`config.mk`:
```
export PLATFORM = sky130hd
export DESIGN_NAME = motor_status_frame_parser
export DESIGN_NICKNAME = d
export VERILOG_FILES = /design/src/sv/msfp_pkg.sv /design/src/sv/msfp_front.sv /design/src/sv/msfp_queue.sv /design/src/sv/msfp_back.sv /design/src/sv/motor_status_frame_parser.sv
export VERILOG_INCLUDE_DIRS = /design/src /design/src/sv
export SDC_FILE = /design/constraint.sdc
export NUM_CORES = 1
export LEC_CHECK = 0
export ABC_CLOCK_PERIOD_IN_PS = 9750
export BUFFER_PORTS_ARGS = -buffer_cell sky130_fd_sc_hd__buf_2
export CAP_MARGIN = 30
export CORE_AREA = 5 5 119 132
export CTS_CLUSTER_SIZE = 25
export DETAILED_ROUTE_END_ITERATION = 6
export DIE_AREA = 0 0 124 137
export GPL_TIMING_DRIVEN = 0
export PLACE_DENSITY = 0.81
export SETUP_SLACK_MARGIN = 0.1
export SLEW_MARGIN = 20
export SYNTH_ARGS = -nofsm -noshare
export SYNTH_HDL_FRONTEND = slang
export SYNTH_SLANG_ARGS = --single-unit
```
`constraint.sdc`:
```
create_clock -name i_clk -period 9.75 [get_ports i_clk]
set_clock_uncertainty 0.05 [all_clocks]
set_input_delay 1.95 -clock i_clk [delete_from_list [all_inputs] [get_ports i_clk]]
set_output_delay 1.95 -clock i_clk [all_outputs]
set_load 0.005 [all_outputs]
```
`src/sv/motor_status_frame_parser_defines.svh`:
```
// Assertion helpers shared by the parser's RTL.
`ifndef MOTOR_STATUS_FRAME_PARSER_DEFINES_SVH
`define MOTOR_STATUS_FRAME_PARSER_DEFINES_SVH

// Same-cycle implication, masked while reset is low
`define MSFP_CHECK(label, clk, rst_n, ante, cons, msg) \
    label: assert property (@(posedge clk) disable iff (!rst_n) (ante) |-> (cons)) \
        else $error(msg);

// Next-cycle implication, masked while reset is low
`define MSFP_CHECK_NEXT(label, clk, rst_n, ante, cons, msg) \
    label: assert property (@(posedge clk) disable iff (!rst_n) (ante) |=> (cons)) \
        else $error(msg);

`endif

```
`src/sv/msfp_pkg.sv`:
```
package msfp_pkg;

    // Frame header and block markers
    localparam logic [7:0] HDR0      = 8'hA6;
    localparam logic [7:0] HDR1      = 8'h6A;
    localparam logic [7:0] BUS_MASK  = 8'hF0;
    localparam logic [7:0] ID_MASK   = 8'h0F;
    localparam logic [7:0] BUS1_CODE = 8'h10;
    localparam logic [7:0] BUS2_CODE = 8'h20;
    localparam logic [7:0] IMU_MARK  = 8'hAA;
    localparam logic [7:0] FOOT_MARK = 8'hBB;

    // First record byte follows header (2 bytes) and count byte
    localparam int REC_START  = 3;
    // Two foot sensors of three bytes each
    localparam int FOOT_BYTES = 6;

    // Queue between front and back; depth must be a power of two
    localparam int Q_DEPTH = 2;
    localparam int Q_AW    = $clog2(Q_DEPTH);
    localparam int Q_CW    = $clog2(Q_DEPTH + 1);

    // Section codes
    localparam logic [1:0] SEC_BUS1 = 2'd0;
    localparam logic [1:0] SEC_BUS2 = 2'd1;
    localparam logic [1:0] SEC_IMU  = 2'd2;
    localparam logic [1:0] SEC_FOOT = 2'd3;

    // Frame status codes
    localparam logic [1:0] ST_OK       = 2'd0;
    localparam logic [1:0] ST_BAD_HDR  = 2'd1;
    localparam logic [1:0] ST_COUNT_MM = 2'd2;

    // Register indexes
    localparam logic [1:0] REG_BUS1_COUNT = 2'd0;
    localparam logic [1:0] REG_BUS2_COUNT = 2'd1;
    localparam logic [1:0] REG_IMU_EN     = 2'd2;
    localparam logic [1:0] REG_FOOT_EN    = 2'd3;

    typedef struct packed {
        logic [7:0] rx_byte;
        logic       frame_start;
    } t_in_item;

    typedef struct packed {
        logic       write_valid;
        logic [1:0] section;
        logic [3:0] entry;
        logic [5:0] byte_offset;
        logic [7:0] byte_value;
        logic       frame_end;
        logic [1:0] frame_status;
    } t_out_item;

    typedef struct packed {
        logic [3:0] bus1_motor_count;
        logic [3:0] bus2_motor_count;
        logic       imu_enable;
        logic       foot_enable;
    } t_cfg;

    // Queue occupancy seen by both sides
    typedef struct packed {
        logic full;
        logic empty;
    } t_q_status;

endpackage

```
`src/sv/msfp_front.sv`:
```
module msfp_front #(
    parameter int FRAME_BYTES  = 256,
    parameter int RECORD_BYTES = 16,
    parameter int IMU_BYTES    = 32
) (
    input  logic               i_clk,
    input  logic               i_rst_n,
    input  logic               i_valid,
    input  msfp_pkg::t_in_item i_item,
    output logic               o_stall,
    input  msfp_pkg::t_cfg     i_cfg,
    input  msfp_pkg::t_q_status i_q_stat,
    output logic               o_push,
    output msfp_pkg::t_out_item o_push_item
);
    import msfp_pkg::*;

    // Position counter holds FRAME_BYTES once the frame is over
    localparam int P_W = $clog2(FRAME_BYTES + 1);
    // Wide enough for the record end plus inertial and foot blocks
    localparam int E_W = $clog2(REC_START + 255 * RECORD_BYTES + IMU_BYTES + FOOT_BYTES + 2);
    localparam int K_W = (RECORD_BYTES > 2) ? $clog2(RECORD_BYTES) : 1;

    logic [P_W-1:0] r_pos, n_pos, pos_eff;
    logic [E_W-1:0] r_rec_end, n_rec_end;
    logic [E_W-1:0] r_fmp, n_fmp, fmp_use;
    logic [K_W-1:0] r_k, n_k;
    logic [1:0]     r_err, n_err;
    logic [1:0]     r_sec, n_sec;
    logic [3:0]     r_entry, n_entry;
    logic           r_skip, n_skip;
    logic           r_imu, n_imu;
    logic           r_foot, n_foot;

    logic           accept, active;
    logic [E_W-1:0] pos_e, imu_last, foot_last, imu_off, foot_off;
    logic [7:0]     b;
    logic [7:0]     bus, id;
    t_out_item      res;

    assign o_stall = i_q_stat.full;
    assign accept  = i_valid && !i_q_stat.full;
    assign b       = i_item.rx_byte;
    assign pos_eff = i_item.frame_start ? '0 : r_pos;
    assign active  = pos_eff < P_W'(FRAME_BYTES);
    assign pos_e   = E_W'(pos_eff);
    assign bus     = b & BUS_MASK;
    assign id      = b & ID_MASK;

    assign imu_last  = r_rec_end + E_W'(IMU_BYTES);
    assign foot_last = fmp_use + E_W'(FOOT_BYTES);
    assign imu_off   = pos_e - r_rec_end - E_W'(1);
    assign foot_off  = pos_e - fmp_use - E_W'(1);

    // Byte classification and next frame state
    always_comb begin
        n_pos     = pos_eff + P_W'(1);
        n_rec_end = r_rec_end;
        n_fmp     = r_fmp;
        n_k       = r_k;
        n_err     = r_err;
        n_sec     = r_sec;
        n_entry   = r_entry;
        n_skip    = r_skip;
        n_imu     = r_imu;
        n_foot    = r_foot;
        fmp_use   = r_fmp;
        res       = '0;

        if (pos_eff == P_W'(0)) begin
            // fresh frame: clear all per-frame state
            n_err     = (b != HDR0) ? ST_BAD_HDR : ST_OK;
            n_rec_end = E_W'(REC_START);
            n_fmp     = '0;
            n_k       = '0;
            n_sec     = SEC_BUS1;
            n_entry   = '0;
            n_skip    = 1'b0;
            n_imu     = 1'b0;
            n_foot    = 1'b0;
        end else if (pos_eff == P_W'(1)) begin
            if (b != HDR1 && r_err == ST_OK) begin
                n_err = ST_BAD_HDR;
            end
        end else if (pos_eff == P_W'(2)) begin
            n_rec_end = E_W'(REC_START) + E_W'(b) * E_W'(RECORD_BYTES);
            n_k       = '0;
            if (r_err == ST_OK &&
                b != (8'(i_cfg.bus1_motor_count) + 8'(i_cfg.bus2_motor_count))) begin
                n_err = ST_COUNT_MM;
            end
        end else begin
            // byte index within the current record
            n_k = (r_k == K_W'(RECORD_BYTES - 1)) ? '0 : r_k + K_W'(1);
            if (r_err == ST_OK) begin
                if (pos_e < r_rec_end) begin
                    if (r_k == '0) begin
                        n_skip = 1'b1;
                        if (id != 8'd0 && (bus == BUS1_CODE || bus == BUS2_CODE)) begin
                            n_skip  = 1'b0;
                            n_sec   = (bus == BUS1_CODE) ? SEC_BUS1 : SEC_BUS2;
                            n_entry = id[3:0] - 4'd1;
                        end
                        res.byte_value = id;
                    end else begin
                        res.byte_value = b;
                    end
                    // a skipped record still shows its byte on a frame-end status
                    if (!n_skip) begin
                        res.write_valid = 1'b1;
                        res.section     = n_sec;
                        res.entry       = n_entry;
                        res.byte_offset = 6'(r_k);
                    end
                end else begin
                    // inertial marker or data
                    if (pos_e == r_rec_end) begin
                        if (i_cfg.imu_enable && b == IMU_MARK) begin
                            n_imu = 1'b1;
                            n_fmp = r_rec_end + E_W'(IMU_BYTES);
                        end else begin
                            n_fmp = r_rec_end;
                        end
                        fmp_use = n_fmp;
                    end else if (r_imu && pos_e <= imu_last) begin
                        res.write_valid = 1'b1;
                        res.section     = SEC_IMU;
                        res.byte_offset = imu_off[5:0];
                        res.byte_value  = b;
                    end
                    // foot marker or data
                    if (pos_e == fmp_use) begin
                        if (i_cfg.foot_enable && b == FOOT_MARK && !r_foot) begin
                            n_foot = 1'b1;
                        end
                    end else if (r_foot && pos_e > fmp_use && pos_e <= foot_last) begin
                        res.write_valid = 1'b1;
                        res.section     = SEC_FOOT;
                        res.entry       = '0;
                        res.byte_offset = foot_off[5:0];
                        res.byte_value  = b;
                    end
                end
            end
        end

        if (pos_eff == P_W'(FRAME_BYTES - 1)) begin
            res.frame_end    = 1'b1;
            res.frame_status = n_err;
        end
    end

    // Push a result only when the byte produced one
    always_comb begin
        o_push      = accept && active && (res.write_valid || res.frame_end);
        o_push_item = res;
    end

    always_ff @(posedge i_clk) begin
        if (!i_rst_n) begin
            r_pos     <= '0;
            r_rec_end <= '0;
            r_fmp     <= '0;
            r_k       <= '0;
            r_err     <= ST_OK;
            r_sec     <= SEC_BUS1;
            r_entry   <= '0;
            r_skip    <= 1'b0;
            r_imu     <= 1'b0;
            r_foot    <= 1'b0;
        end else if (accept && active) begin
            r_pos     <= n_pos;
            r_rec_end <= n_rec_end;
            r_fmp     <= n_fmp;
            r_k       <= n_k;
            r_err     <= n_err;
            r_sec     <= n_sec;
            r_entry   <= n_entry;
            r_skip    <= n_skip;
            r_imu     <= n_imu;
            r_foot    <= n_foot;
        end
    end

endmodule

```
`src/sv/msfp_queue.sv`:
```
module msfp_queue (
    input  logic                i_clk,
    input  logic                i_rst_n,
    input  logic                i_push,
    input  msfp_pkg::t_out_item i_push_item,
    input  logic                i_pop,
    output msfp_pkg::t_out_item o_head,
    output msfp_pkg::t_q_status o_stat
);
    import msfp_pkg::*;

    t_out_item       r_mem [Q_DEPTH];
    logic [Q_AW-1:0] r_wr_ptr, r_rd_ptr;
    logic [Q_CW-1:0] r_count, n_count;

    assign o_head       = r_mem[r_rd_ptr];
    assign o_stat.full  = (r_count == Q_CW'(Q_DEPTH));
    assign o_stat.empty = (r_count == '0);

    // Occupancy update
    always_comb begin
        n_count = r_count;
        if (i_push && !i_pop) begin
            n_count = r_count + Q_CW'(1);
        end else if (!i_push && i_pop) begin
            n_count = r_count - Q_CW'(1);
        end
    end

    always_ff @(posedge i_clk) begin
        if (!i_rst_n) begin
            r_wr_ptr <= '0;
            r_rd_ptr <= '0;
            r_count  <= '0;
        end else begin
            r_count <= n_count;
            if (i_push) begin
                r_wr_ptr <= r_wr_ptr + Q_AW'(1);
            end
            if (i_pop) begin
                r_rd_ptr <= r_rd_ptr + Q_AW'(1);
            end
        end
    end

    // Payload storage
    always_ff @(posedge i_clk) begin
        if (i_push) begin
            r_mem[r_wr_ptr] <= i_push_item;
        end
    end

endmodule

```
`src/sv/msfp_back.sv`:
```
module msfp_back (
    input  logic                i_clk,
    input  logic                i_rst_n,
    input  msfp_pkg::t_q_status i_q_stat,
    input  msfp_pkg::t_out_item i_head,
    output logic                o_pop,
    output logic                o_valid,
    output msfp_pkg::t_out_item o_item,
    input  logic                i_stall
);
    import msfp_pkg::*;

    logic      r_valid;
    t_out_item r_item;

    // Refill the output register when it is empty or being taken
    assign o_pop   = !i_q_stat.empty && (!r_valid || !i_stall);
    assign o_valid = r_valid;
    assign o_item  = r_item;

    always_ff @(posedge i_clk) begin
        if (!i_rst_n) begin
            r_valid <= 1'b0;
        end else if (o_pop) begin
            r_valid <= 1'b1;
        end else if (!i_stall) begin
            r_valid <= 1'b0;
        end
    end

    always_ff @(posedge i_clk) begin
        if (o_pop) begin
            r_item <= i_head;
        end
    end

endmodule

```
`src/sv/motor_status_frame_parser.sv`:
```
// Motor status frame parser: takes one received byte per transaction and emits at most one
// tagged status-store byte write per byte, plus the frame status on the last frame byte.
// It sustains one byte per clock while the queue is not full; the rate is set by the byte
// classifier in the front stage, which holds all frame position state. The classifier writes
// each result into a two-entry queue when its byte is accepted, and the output register
// loads from the queue; input and output can each stall without blocking the other until
// the queue fills. Registers bus1/bus2 motor count, IMU enable and foot enable sit at byte
// addresses 0, 4, 8 and 12 and should be written between frames.
`include "motor_status_frame_parser_defines.svh"

module motor_status_frame_parser #(
    parameter int FRAME_BYTES  = 256,
    parameter int RECORD_BYTES = 16,
    parameter int IMU_BYTES    = 32
) (
    input  logic                i_clk,
    input  logic                i_rst_n,
    input  logic                i_in_valid,
    input  msfp_pkg::t_in_item  i_in_item,
    output logic                o_in_stall,
    output logic                o_out_valid,
    output msfp_pkg::t_out_item o_out_item,
    input  logic                i_out_stall,
    input  logic                psel,
    input  logic                penable,
    input  logic                pwrite,
    input  logic [3:0]          paddr,
    input  logic [31:0]         pwdata,
    output logic [31:0]         prdata,
    output logic                pready
);
    import msfp_pkg::*;

    t_cfg        r_cfg;
    logic        cfg_wr;
    logic [1:0]  cfg_idx;
    logic        push, pop;
    t_out_item   push_item, head;
    t_q_status   q_stat;

    // Register port
    assign pready  = 1'b1;
    assign cfg_wr  = psel && penable && pwrite;
    assign cfg_idx = paddr[3:2];

    always_ff @(posedge i_clk) begin
        if (!i_rst_n) begin
            r_cfg <= '0;
        end else if (cfg_wr) begin
            case (cfg_idx)
                REG_BUS1_COUNT: r_cfg.bus1_motor_count <= pwdata[3:0];
                REG_BUS2_COUNT: r_cfg.bus2_motor_count <= pwdata[3:0];
                REG_IMU_EN:     r_cfg.imu_enable       <= pwdata[0];
                REG_FOOT_EN:    r_cfg.foot_enable      <= pwdata[0];
                default:        r_cfg                  <= r_cfg;
            endcase
        end
    end

    // Read-back mux
    always_comb begin
        case (cfg_idx)
            REG_BUS1_COUNT: prdata = 32'(r_cfg.bus1_motor_count);
            REG_BUS2_COUNT: prdata = 32'(r_cfg.bus2_motor_count);
            REG_IMU_EN:     prdata = 32'(r_cfg.imu_enable);
            REG_FOOT_EN:    prdata = 32'(r_cfg.foot_enable);
            default:        prdata = '0;
        endcase
    end

    msfp_front #(
        .FRAME_BYTES  (FRAME_BYTES),
        .RECORD_BYTES (RECORD_BYTES),
        .IMU_BYTES    (IMU_BYTES)
    ) u_front (
        .i_clk       (i_clk),
        .i_rst_n     (i_rst_n),
        .i_valid     (i_in_valid),
        .i_item      (i_in_item),
        .o_stall     (o_in_stall),
        .i_cfg       (r_cfg),
        .i_q_stat    (q_stat),
        .o_push      (push),
        .o_push_item (push_item)
    );

    msfp_queue u_queue (
        .i_clk       (i_clk),
        .i_rst_n     (i_rst_n),
        .i_push      (push),
        .i_push_item (push_item),
        .i_pop       (pop),
        .o_head      (head),
        .o_stat      (q_stat)
    );

    msfp_back u_back (
        .i_clk    (i_clk),
        .i_rst_n  (i_rst_n),
        .i_q_stat (q_stat),
        .i_head   (head),
        .o_pop    (pop),
        .o_valid  (o_out_valid),
        .o_item   (o_out_item),
        .i_stall  (i_out_stall)
    );

    // Every result is a store write or the frame end
    `MSFP_CHECK(a_result_kind, i_clk, i_rst_n, o_out_valid, o_out_item.write_valid || o_out_item.frame_end, "result without write or frame end")
    // Status only reported on the frame end
    `MSFP_CHECK(a_status_at_end, i_clk, i_rst_n, o_out_valid && !o_out_item.frame_end, o_out_item.frame_status == ST_OK, "status outside frame end")
    // Inertial and foot writes always use entry zero
    `MSFP_CHECK(a_block_entry, i_clk, i_rst_n, o_out_valid && o_out_item.write_valid && o_out_item.section[1], o_out_item.entry == 4'd0, "non-zero entry on block write")
    // Output drains when taken with nothing queued
    `MSFP_CHECK_NEXT(a_drain, i_clk, i_rst_n, o_out_valid && !i_out_stall && q_stat.empty, !o_out_valid, "stale result after drain")

endmodule
```
==> results_tabular.tex <==
\begin{tabular}{lr}
\hline
Metric & Value \\
\hline
\multicolumn{2}{l}{\textbf{Critical path}} \\
Reg-to-reg setup timing slack & 3.02 ns \\
Crit path kind & primary input to flip-flop \\
Sort of element at the end of the critical path & flip-flop \\
Launching element type of the critical path & primary input \\
Critical Path AT & 8.60 ns \\
Required time reported for the critical path endpoint & 9.75 ns \\
Critical path peak fanout & 24 \\
\multicolumn{2}{l}{\textbf{Floorplanning}} \\
Die width & approximately 120 microns \\
Floorplan row count & 46 \\
Height of the chip & around 140 microns \\
Total Die Area & between 0.015 and 0.02 sq mm \\
Initial Utilization & 0.580 \\
Number of top-level design ports & around 110 \\
Core area & 0.0142 sq mm \\
\multicolumn{2}{l}{\textbf{Timing}} \\
Ratio of final minimum period to clock period & 0.882 \\
Post-route minimum period & 8.60 ns \\
Number of hold violations in the final report & 0 \\
Final number of max-transition violations & 0 \\
Unrepaired setup endpoints after global routing & false \\
Worst slew slack as a fraction of its limit & 0.379 \\
Worst Tran Pin Value & 0.925 ns \\
Upper clock frequency limit & 116 MHz \\
Total of endpoints with negative setup slack in the final report & 0 \\
\multicolumn{2}{l}{\textbf{Final layout}} \\
Final cell area excluding filler cells & 0.00942 sq mm \\
Number of fillers in the final layout & 1119 \\
Final \#Nets & 1041 \\
Fraction of layout cells with a size suffix above 1 & 0.174 \\
Register cell area after layout & 0.00338 sq mm \\
Area of the multi-input gates & 0.00446 sq mm \\
Filler-free cell count of the finished design & 1155 \\
Number of antenna cells inserted & 0 \\
Area growth syn-to-layout & 14.4\% \\
\multicolumn{2}{l}{\textbf{Route}} \\
Via total after detailed routing & approximately 6800 \\
DRC violation total after the first TritonRoute iteration & 674 \\
Routed length per placed instance & between 15 and 20 microns \\
DRC violations left & 0 \\
Via density & just under 6 \\
Wire length after detailed routing & just over 20000 microns \\
Antenna Violating Nets Remaining & 0 \\
Detailed-router iteration count before antenna repair & 6 \\
\multicolumn{2}{l}{\textbf{Status}} \\
Status & finished clean \\
\multicolumn{2}{l}{\textbf{Synth}} \\
Synth cell types & 84 \\
Number of enable-type register cells in the synthesized netlist & between 70 and 80 \\
Mapped Area & slightly above 0.008 sq mm \\
Mean post-synth cell area & roughly 9.6 sq um \\
Flip-flop and latch count after synthesis & 133 \\
YS warnings & 0 \\
Fraction of registers with async set or reset after synthesis & 0 \\
Seq/Total Area, Yosys & 0.411 \\
Synth Flop Type & sky130\_fd\_sc\_hd\_\_edfxtp\_1 \\
Mapped Cells & 854 \\
\multicolumn{2}{l}{\textbf{Place}} \\
Count of port buffers added during placement & 47 \\
Cell total after placement & 1122 \\
Cell area after placement & 0.00885 sq mm \\
Post-DP HPWL & 15400 microns \\
Routability cong. & 0.951 \\
\multicolumn{2}{l}{\textbf{GRT}} \\
Vias in the first global route & around 6400 \\
Antenna violations before repair & 0 \\
GRT Util Overall & 0.251 \\
Total overflow reported by the global router & 0 \\
Global-route wire length before repair & around 33000 microns \\
Maximum number of pins on one net before global-route repair & 25 \\
\multicolumn{2}{l}{\textbf{Power and ir drop}} \\
Pwr/cell area & 188 mW/mm\^{}2 \\
Pleak & $\sim$3.6 nW \\
IR Drop Worst-Case VDD & around 0.13 mV \\
\multicolumn{2}{l}{\textbf{CTS}} \\
CTS tree & built \\
\# resized after CTS & 0 \\
Worst-case clock buffer depth & 2 \\
CTS Root Cell & sky130\_fd\_sc\_hd\_\_clkbuf\_16 \\
CTS clock-pin slew for the worst setup and hold paths & 0.06 ns \\
Total clock sinks & 133 \\
Insertion delay to the later sink of the worst-skew pair & 0.42 ns \\
CTS H-Tree Depth & 4 \\
Buffers inserted by post-CTS timing repair & 0 \\
Number of hold-repair buffers added at the cts stage & 0 \\
Number of buffers inserted during clock tree synthesis & 17 \\
\multicolumn{2}{l}{\textbf{Flow run}} \\
Number of violations of the max-capacitance limit & 0 \\
\multicolumn{2}{l}{\textbf{Worst hold path}} \\
Path category of the worst min-delay check & flip-flop to flip-flop \\
\hline
\end{tabular}
[power by group]
group / switching, mW / internal, mW / total [mW]
combinational: 0.291 / 0.177 / 0.469
sequential: 0.0176 / 0.665 / 0.683
clock: 0.260 / 0.358 / 0.619
[final timing paths]
path / cells past startpoint / startpoint / to
worst max-delay path: 23 / i_in_item[0] / u_queue.r_mem[0][21]$_DFFE_PP_
worst min-delay path: 1 / u_front.r_fmp[12]$_SDFFE_PN0P_ / u_front.r_fmp[12]$_SDFFE_PN0P_
worst max register to register: 20 / u_front.r_pos[1]$_SDFFE_PN0P_ / u_queue.r_mem[0][21]$_DFFE_PP_
worst min register to register: 1 / u_front.r_fmp[12]$_SDFFE_PN0P_ / u_front.r_fmp[12]$_SDFFE_PN0P_
[cell families after synthesis]
family,Yosys count,synth area share
buffers and inverters,101,0.0612
DFF,133,0.411
adders and majority gates,42,0.0647
other,2,0.000912
xor gates and xnor gates,45,0.0495
AOI/OAI and AO/OA,180,0.153
and+or+nand+nor,303,0.196
muxes,48,0.0638
[state kept, by name, summed over array words and instances, names as in the netlist]
register,count
u_front.r_imu,1
u_back.o_item,24
u_front.r_skip,1
u_front.r_rec_end,9
u_front.r_entry,4
u_back.o_valid,1
u_front.r_foot,1
r_cfg,10
u_queue.r_rd_ptr,1
u_front.r_pos,9
u_front.r_k,4
u_queue.r_wr_ptr,1
u_front.r_fmp,13
u_front.r_sec,2
u_queue.r_mem,48
u_queue.r_count,2
u_front.r_err,2
[through the flow]
stage	power [mW]	setup TNS, ns	util	setup slack [ns]	hold WS [ns]
2_1_floorplan	1.01	0	-	1.77	0.380
3_3_place_gp	1.14	-1.69	0.620	-0.0725	0.406
3_5_place_dp	1.16	0	0.622	0.819	0.413
4_1_cts	1.77	0	0.662	1.25	0.430
5_1_grt	1.86	0	0.663	0.813	0.453
6_report	1.77	0	0.663	1.15	0.427
[routing by layer]
metal  share of wire  GRT usage  wire length, microns
met3           0.081     0.0566                  1670
met4           0.030      0.103                   612
met1            0.41      0.320                  8340
met2            0.48      0.413                  9860
met5               0          0                     0
[placed cells by master, fill, tap and decap left out, types with 5 or more instances in the layout]
cell                        Yosys  routed
sky130_fd_sc_hd__nand3_1       14      14
sky130_fd_sc_hd__nor3_1        25      25
sky130_fd_sc_hd__a31oi_1        8       8
sky130_fd_sc_hd__mux2i_1       21      21
sky130_fd_sc_hd__nor3b_1        6       6
sky130_fd_sc_hd__nand2b_1       8       8
sky130_fd_sc_hd__xor2_1        10      10
sky130_fd_sc_hd__or3_1          9       9
sky130_fd_sc_hd__conb_1         2      29
sky130_fd_sc_hd__nor2_1        55      55
sky130_fd_sc_hd__a22oi_1       11      11
sky130_fd_sc_hd__ha_1          37      37
sky130_fd_sc_hd__nor4_1         9       9
sky130_fd_sc_hd__a311oi_1       5       5
sky130_fd_sc_hd__o21ai_0       40      40
sky130_fd_sc_hd__inv_1         32      32
sky130_fd_sc_hd__a211o_1        5       5
sky130_fd_sc_hd__dfxtp_1       61      61
sky130_fd_sc_hd__nand4_1        8       8
sky130_fd_sc_hd__a21boi_0      12      12
sky130_fd_sc_hd__nor2b_1       32      31
sky130_fd_sc_hd__and3_1         9       9
sky130_fd_sc_hd__o21bai_1       5       5
sky130_fd_sc_hd__and2_1        24      24
sky130_fd_sc_hd__clkbuf_1      28      29
sky130_fd_sc_hd__nand2_1       79      79
sky130_fd_sc_hd__clkbuf_16      0      17
sky130_fd_sc_hd__buf_2          7      55
sky130_fd_sc_hd__edfxtp_1      72      72
sky130_fd_sc_hd__mux2_2        26      26
sky130_fd_sc_hd__buf_4         29      30
sky130_fd_sc_hd__a211oi_1      10      10
sky130_fd_sc_hd__a21oi_1       31      31
sky130_fd_sc_hd__a21o_1         5       5
sky130_fd_sc_hd__xnor2_1       34      34
[synthesized netlist by cell type (14+ instances only)]
cell | number | area, sq um
sky130_fd_sc_hd__edfxtp_1 | 72 | 2160
sky130_fd_sc_hd__clkbuf_1 | 28 | 105
sky130_fd_sc_hd__nor2_1 | 55 | 206
sky130_fd_sc_hd__xnor2_1 | 34 | 298
sky130_fd_sc_hd__mux2i_1 | 21 | 210
sky130_fd_sc_hd__and2_1 | 24 | 150
sky130_fd_sc_hd__buf_4 | 29 | 218
sky130_fd_sc_hd__nor2b_1 | 32 | 200
sky130_fd_sc_hd__o21ai_0 | 40 | 200
sky130_fd_sc_hd__nand3_1 | 14 | 70.1
sky130_fd_sc_hd__nor3_1 | 25 | 125
sky130_fd_sc_hd__inv_1 | 32 | 120
sky130_fd_sc_hd__ha_1 | 37 | 463
sky130_fd_sc_hd__nand2_1 | 79 | 297
sky130_fd_sc_hd__a21oi_1 | 31 | 155
sky130_fd_sc_hd__mux2_2 | 26 | 293
sky130_fd_sc_hd__dfxtp_1 | 61 | 1220
[layout make-up]
class	count	area share
plain buffers	68	0.0404
clock inverters	14	0.0151
clock buffers	18	0.0455
repair buffers	50	0.0279
inverters	33	0.0131
well taps	192	0.0255
multi-input cells	647	0.473
flip-flops and latches	133	0.359
[critical path: stages]
cell and delay, ns:
sky130_fd_sc_hd__buf_2 0.12, sky130_fd_sc_hd__buf_2 0.19, sky130_fd_sc_hd__buf_2 0.21, sky130_fd_sc_hd__buf_1 0.29, sky130_fd_sc_hd__nor2b_1 0.49, sky130_fd_sc_hd__inv_1 0.25
sky130_fd_sc_hd__ha_1 0.34, sky130_fd_sc_hd__or3_1 0.39, sky130_fd_sc_hd__a211oi_1 0.66, sky130_fd_sc_hd__o2111ai_1 0.30, sky130_fd_sc_hd__and2_1 0.29, sky130_fd_sc_hd__inv_1 0.09
sky130_fd_sc_hd__ha_1 0.25, sky130_fd_sc_hd__nor2_1 0.08, sky130_fd_sc_hd__and4_1 0.21, sky130_fd_sc_hd__xor2_1 0.16, sky130_fd_sc_hd__ha_1 0.32, sky130_fd_sc_hd__nand2_1 0.08
sky130_fd_sc_hd__a31oi_1 0.04, sky130_fd_sc_hd__a211oi_1 0.56, sky130_fd_sc_hd__nor3_1 0.12, sky130_fd_sc_hd__a211oi_2 0.47, sky130_fd_sc_hd__nor2b_4 0.71
No activity file was read; power rests on OpenSTA's default activity.
